===== src/rtl/core/sdp_pkg.sv =====
// Shared constants and controller/datapath interface types for the sparse dot product.
package sdp_pkg;

  localparam int TABLE_ENTRIES = 64;
  localparam int IDX_W = (TABLE_ENTRIES > 1) ? $clog2(TABLE_ENTRIES) : 1;
  localparam int CNT_W = $clog2(TABLE_ENTRIES + 1);

  localparam int ID_W  = 31;
  localparam int VAL_W = 32;
  localparam int ACC_W = 64;

  localparam logic [1:0] CMD_LOAD  = 2'd0;
  localparam logic [1:0] CMD_QUERY = 2'd1;
  localparam logic [1:0] CMD_CLEAR = 2'd2;

  // controller -> datapath
  typedef struct packed {
    logic latch;      // capture the accepted item, rewind the scan
    logic rd_en;      // read table entry at scan index
    logic addr_inc;   // step scan index
    logic wr_hit;     // overwrite value at scan index
    logic wr_new;     // append entry at fill count
    logic set_ovf;    // dropped load
    logic mul;        // register product of item and stored value
    logic acc;        // saturating accumulate
    logic emit;       // present result, clear the sum
    logic clear_all;  // empty table, clear flags and sum
  } sdp_cmd_t;

  // datapath -> controller
  typedef struct packed {
    logic is_load;
    logic is_query;
    logic is_clear;
    logic last;
    logic match;       // registered table entry matches item id
    logic scan_last;   // scan index is the final filled slot
    logic table_empty;
    logic table_full;
  } sdp_status_t;

endpackage


===== src/rtl/core/sdp_ctrl.sv =====
// Sequencer for load, query and clear items: table scan and accumulate steps.
module sdp_ctrl (
  input  logic                  clk,
  input  logic                  rst,
  input  logic                  start,
  output logic                  busy,
  input  sdp_pkg::sdp_status_t  status,
  output sdp_pkg::sdp_cmd_t     cmd
);
  import sdp_pkg::*;

  typedef enum logic [7:0] {
    S_IDLE   = 8'b0000_0001,
    S_DECODE = 8'b0000_0010,
    S_READ   = 8'b0000_0100,
    S_CMP    = 8'b0000_1000,
    S_MISS   = 8'b0001_0000,
    S_MUL    = 8'b0010_0000,
    S_ACC    = 8'b0100_0000,
    S_EMIT   = 8'b1000_0000
  } state_t;

  state_t state;
  state_t state_next;

  assign busy = (state != S_IDLE);

  always_ff @(posedge clk) begin
    if (rst) begin
      state <= S_IDLE;
    end else begin
      state <= state_next;
    end
  end

  always_comb begin
    state_next = state;
    cmd        = '0;
    unique case (state)
      S_IDLE: begin
        if (start) begin
          cmd.latch  = 1'b1;
          state_next = S_DECODE;
        end
      end
      S_DECODE: begin
        priority if (status.is_clear) begin
          cmd.clear_all = 1'b1;
          state_next    = S_IDLE;
        end else if (status.is_load || status.is_query) begin
          state_next = status.table_empty ? S_MISS : S_READ;
        end else begin
          state_next = S_IDLE;
        end
      end
      S_READ: begin
        cmd.rd_en  = 1'b1;
        state_next = S_CMP;
      end
      S_CMP: begin
        // ids in the table are unique, so the first match is the only one
        priority if (status.match) begin
          if (status.is_load) begin
            cmd.wr_hit = 1'b1;
            state_next = S_IDLE;
          end else begin
            state_next = S_MUL;
          end
        end else if (status.scan_last) begin
          state_next = S_MISS;
        end else begin
          cmd.addr_inc = 1'b1;
          state_next   = S_READ;
        end
      end
      S_MISS: begin
        if (status.is_load) begin
          cmd.set_ovf = status.table_full;
          cmd.wr_new  = !status.table_full;
          state_next  = S_IDLE;
        end else begin
          state_next = status.last ? S_EMIT : S_IDLE;
        end
      end
      S_MUL: begin
        cmd.mul    = 1'b1;
        state_next = S_ACC;
      end
      S_ACC: begin
        cmd.acc    = 1'b1;
        state_next = status.last ? S_EMIT : S_IDLE;
      end
      S_EMIT: begin
        cmd.emit   = 1'b1;
        state_next = S_IDLE;
      end
      default: begin
        state_next = S_IDLE;
      end
    endcase
  end

  a_accept_busy: assert property (@(posedge clk) disable iff (rst)
    (start && !busy) |=> busy)
    else $error("accepted item did not raise busy");

  a_emit_query_last: assert property (@(posedge clk) disable iff (rst)
    cmd.emit |-> (status.is_query && status.last))
    else $error("result for an item that is not a final query");

  a_write_exclusive: assert property (@(posedge clk) disable iff (rst)
    !(cmd.wr_hit && cmd.wr_new) && !(cmd.acc && cmd.emit))
    else $error("conflicting datapath commands");

endmodule

===== config.mk =====
export PLATFORM = sky130hd
export DESIGN_NAME = sdp_ctrl
export DESIGN_NICKNAME = d
export VERILOG_FILES = /design/src/rtl/core/sdp_pkg.sv /design/src/rtl/core/sdp_ctrl.sv
export SDC_FILE = /design/constraint.sdc
export NUM_CORES = 1
export LEC_CHECK = 0
export BUFFER_PORTS_ARGS = -buffer_cell sky130_fd_sc_hd__buf_2
export CORE_AREA = 10 10 47 49
export CTS_BUF_LIST = sky130_fd_sc_hd__clkbuf_8 sky130_fd_sc_hd__clkbuf_16
export DETAILED_ROUTE_END_ITERATION = 10
export DIE_AREA = 0 0 57 59
export PLACE_DENSITY_LB_ADDON = 0.25
export SLEW_MARGIN = 20
export SYNTH_ARGS = -nofsm -noshare
export SYNTH_HDL_FRONTEND = slang
export SYNTH_SLANG_ARGS = --single-unit

===== constraint.sdc =====
create_clock -name clk -period 5.1 [get_ports clk]
set_clock_uncertainty 0.1 [all_clocks]
set_input_delay 0.765 -clock clk [delete_from_list [all_inputs] [get_ports clk]]
set_output_delay 0.765 -clock clk [all_outputs]
set_load 0.01 [all_outputs]

After elaboration in Yosys (flattened, before gate mapping)
Index checks and enable logic that the tools add are counted.
{"block": "totals", "reg_bits": 8, "out_inout_bits": 11}
{"block": "op_classes", "n_eq_ne": 10, "mux": 25, "reduce_logical": 2}
{"cell": "$pmux W8 S7", "count": 1}
{"cell": "$mux W8", "count": 5}
{"cell": "$mux W5", "count": 3}
{"cell": "$mux W1", "count": 12}
{"cell": "$eq A8 B1 Y1 const B", "count": 1}
{"cell": "$eq A8 B2 Y1 const B", "count": 1}
{"cell": "$eq A8 B3 Y1 const B", "count": 1}
{"cell": "$eq A8 B4 Y1 const B", "count": 1}
{"cell": "$eq A8 B5 Y1 const B", "count": 1}
{"cell": "$eq A8 B6 Y1 const B", "count": 1}
{"cell": "$eq A8 B7 Y1 const B", "count": 1}
{"cell": "$eq A8 B8 Y1 const B", "count": 1}
{"cell": "$ne A8 B1 Y1 const B", "count": 1}
{"cell": "$mux W2", "count": 3}
{"cell": "$mux W6", "count": 1}
{"cell": "$ne A2 B2 Y1 const B", "count": 1}
{"cell": "$logic_not A1 Y1", "count": 1}
{"cell": "$logic_or A1 B1 Y1", "count": 1}

Longest topological paths before layout
{"block": "depth", "ltp_word": 4, "ltp_mapped": 4}

Least setup slack after synthesis
Ideal clock, no wire load.
{"block": "synth_timing", "path_kind": "reg2out", "from": "register state[0]", "to": "output port cmd[4] (netlist bit)", "arrival_ns": 1.631, "required_time_ns": 4.235, "path_slack_ns": 2.604, "stages_incl_launch_ff": 4, "path_buffers": 0, "cell_sequence": "dfxtp_1 > or4_4 > or3_4 > nor4_1"}
{"item": "from (decl)", "line": "sdp_ctrl.sv:23", "source": "state_t state;"}
{"item": "from (signal assigned)", "line": "sdp_ctrl.sv:32", "source": "state <= state_next;"}
{"item": "to (decl)", "line": "sdp_ctrl.sv:8", "source": "output sdp_pkg::sdp_cmd_t cmd"}

==> results.cfg <==
[run_status]
status = completed

[timing]
tightest_slew_ns = 0.463
whs_ns = 0.465
rsz0062_at_grt = no
slew_viol_final = 0
hold_viol_final = 0
timing.fmax_mhz = 357
fin_crit_sh = 0.550
min_period_ns = 2.80
setup-violations-final = 0
fin_ws_ns = 2.30
maxSlewHeadroom = 0.689
tns_ns = 0

[die]
start_util = 0.371
chipWidth_um = 57
io_pins = 22
rows = 14
core_sq_um = 1400
dieArea_sq_um = 3360
die_y_um = 59

[worst_setup_path]
worstSetupPathType = flip-flop to output port
startpoint = state[0]
critPathArrivalTime_ns = 1.94
cp-end-kind = output port
cp-start-kind = flip-flop
worstPathMaxFanout = 7
crit_required_ns = 4.24
r2r_cells = 4
timing.rr.start = state[5]

[synthesis]
synth_largest_area_cell = dfxtp_1
yosysTopAreaCellShare = 0.308
synthesis.nets = 75
yosys_register_bits = 8
yosysSeqAreaShare = 0.308
synth_flop_cell = dfxtp_1
yosysUniqueCellTypes = 29
yosys_warnings = 0
synth.area.top_cells = dfxtp_1 (31%), nor2_1 (8.7%), nand4b_1 (5.0%)
synth_most_common_cell = nor2_1
synthCells = 64
synth_common_cells = nor2_1 (12), dfxtp_1 (8), nand2_1 (5)
async_flop_share = 0
synth_edf_count = 0
syn_area_sq_um = 520
syn_area_per_cell_sq_um = 8.13

[pwr]
p_leak_nw = 0.333
power_switching_mw = 0.0452
powerDensity_nw_per_um2 = 261
p_int_mw = 0.134
max-vdd-ir-drop_uv = 209
swShare = 0.252
combPwrFrac = 0.199
clkPwrFrac = 0.418
seqPwrFrac = 0.383

[clock_network]
cts_resized = 0
insertion_delay_ns = 0.23
ctsHoldBuffers = 0
cts_root_buf = clkbuf_8
postCtsSetupRepairBufs = 0
cts_tree = done
path_clk_slew_ns = 0.04
cts_made_buffers = 3
htree_levels = 1
cts.sinks = 8
clockBufferDepth = 2

[drt]
firstDrtPassIters = 4
drtAntennaViolNets = 0
vias = 567
viasPerCell = 5.45
drt-wirelength-per-cell_um = 13.8
drc = 0
wl_um = 1440
first_iter_violations = 12

[placement]
hpwl_um = 1170
io_buffers = 21
dp_slack_ns = 2.55
placed_area_sq_um = 646
gp_congestion = 0.849

[final_layout]
largest_registers = state (8)
drive_gt1_frac = 0.341
nets = 101
largest_reg_flops = 8
fillCellCount = 148
utilization = 0.490
regMostFlops = state
final_cell_area_sq_um = 687
diodes = 0
synthToLayoutAreaGrowth_pct = 32.0

[global_routing]
grt_pass1_vias = 564
grt_antenna_before_repair = 0
grt_pass1_wl_um = 2440
grt_max_degree = 8
grt_usage = 0.0890
grt_overflow_total = 0

[min_path]
min_from = state[5]
hold_path.class = flip-flop to flip-flop
holdPathStages = 2

[job]
drv_cap = 0
[worst max-delay path, stage by stage (launching register included)]
cell,delay [ns]
dfxtp_1,0.35
or4_4,0.56
or3_4,0.35
nor4_1,0.26
buf_2,0.19
[logic make-up (layout without fill, tap and decap cells)]
kind of cell / after synthesis / in the layout / synth area share
DFF: 8 / 8 / 0.308
AOI/OAI and AO/OA: 8 / 8 / 0.135
xor gates and xnor gates: 1 / 1 / 0.0168
muxes: 1 / 1 / 0.0192
and+or+nand+nor: 42 / 42 / 0.493
buffers and inverters: 4 / 28 / 0.0288
[layout by cell type, fill, tap and decap left out, types with 2 or more instances in the layout]
cell | netlist | final
and3_1 | 2 | 2
buf_2 | 0 | 21
clkbuf_8 | 0 | 3
dfxtp_1 | 8 | 8
inv_1 | 4 | 4
nand2_1 | 5 | 5
nand4b_1 | 3 | 3
nor2_1 | 12 | 12
nor3_1 | 3 | 3
nor3b_1 | 3 | 3
nor4_1 | 3 | 3
nor4b_1 | 2 | 2
[layer usage]
metal	share of wire	up-vias	global-route usage
li1	-	286	-
met1	0.42	258	0.0951
met2	0.47	21	0.147
met3	0.092	2	0.0343
met4	0.015	0	0.0503
met5	0	-	0
[worst paths after layout]
check	to	slack, ns
min	state[6]	0.46
max	cmd[4]	2.30
min reg2reg	state[6]	0.46
max reg2reg	state[2]	3.27
[power groups by stage]
stage	Sequential, mW	Clock [mW]	Combinational, mW
4_1_cts	0.0684	0.0768	0.0358
2_1_floorplan	0.0687	0	0.0238
3_3_place_gp	0.0691	0	0.0358
5_1_grt	0.0694	0.0796	0.0392
6_report	0.0687	0.0749	0.0356
3_5_place_dp	0.0694	0	0.0357
[area by class of cell]
type / instances / area, sq um / share of cell area
well taps: 16 / 20.0 / 0.0291
flip-flops and latches: 8 / 160 / 0.233
inverters: 4 / 15.0 / 0.0219
multi-input cells: 52 / 345 / 0.503
repair buffers: 21 / 105 / 0.153
clock buffers: 3 / 41.3 / 0.0601
[metrics by stage]
stage / instances / power, mW
final: 104 / 0.179
after global routing: 104 / 0.188
after CTS: 104 / 0.181
after detailed placement: 101 / 0.105
after global placement: 101 / 0.105
after floorplan: 64 / 0.0925
Note: power is estimated with default switching activity, not from simulation.
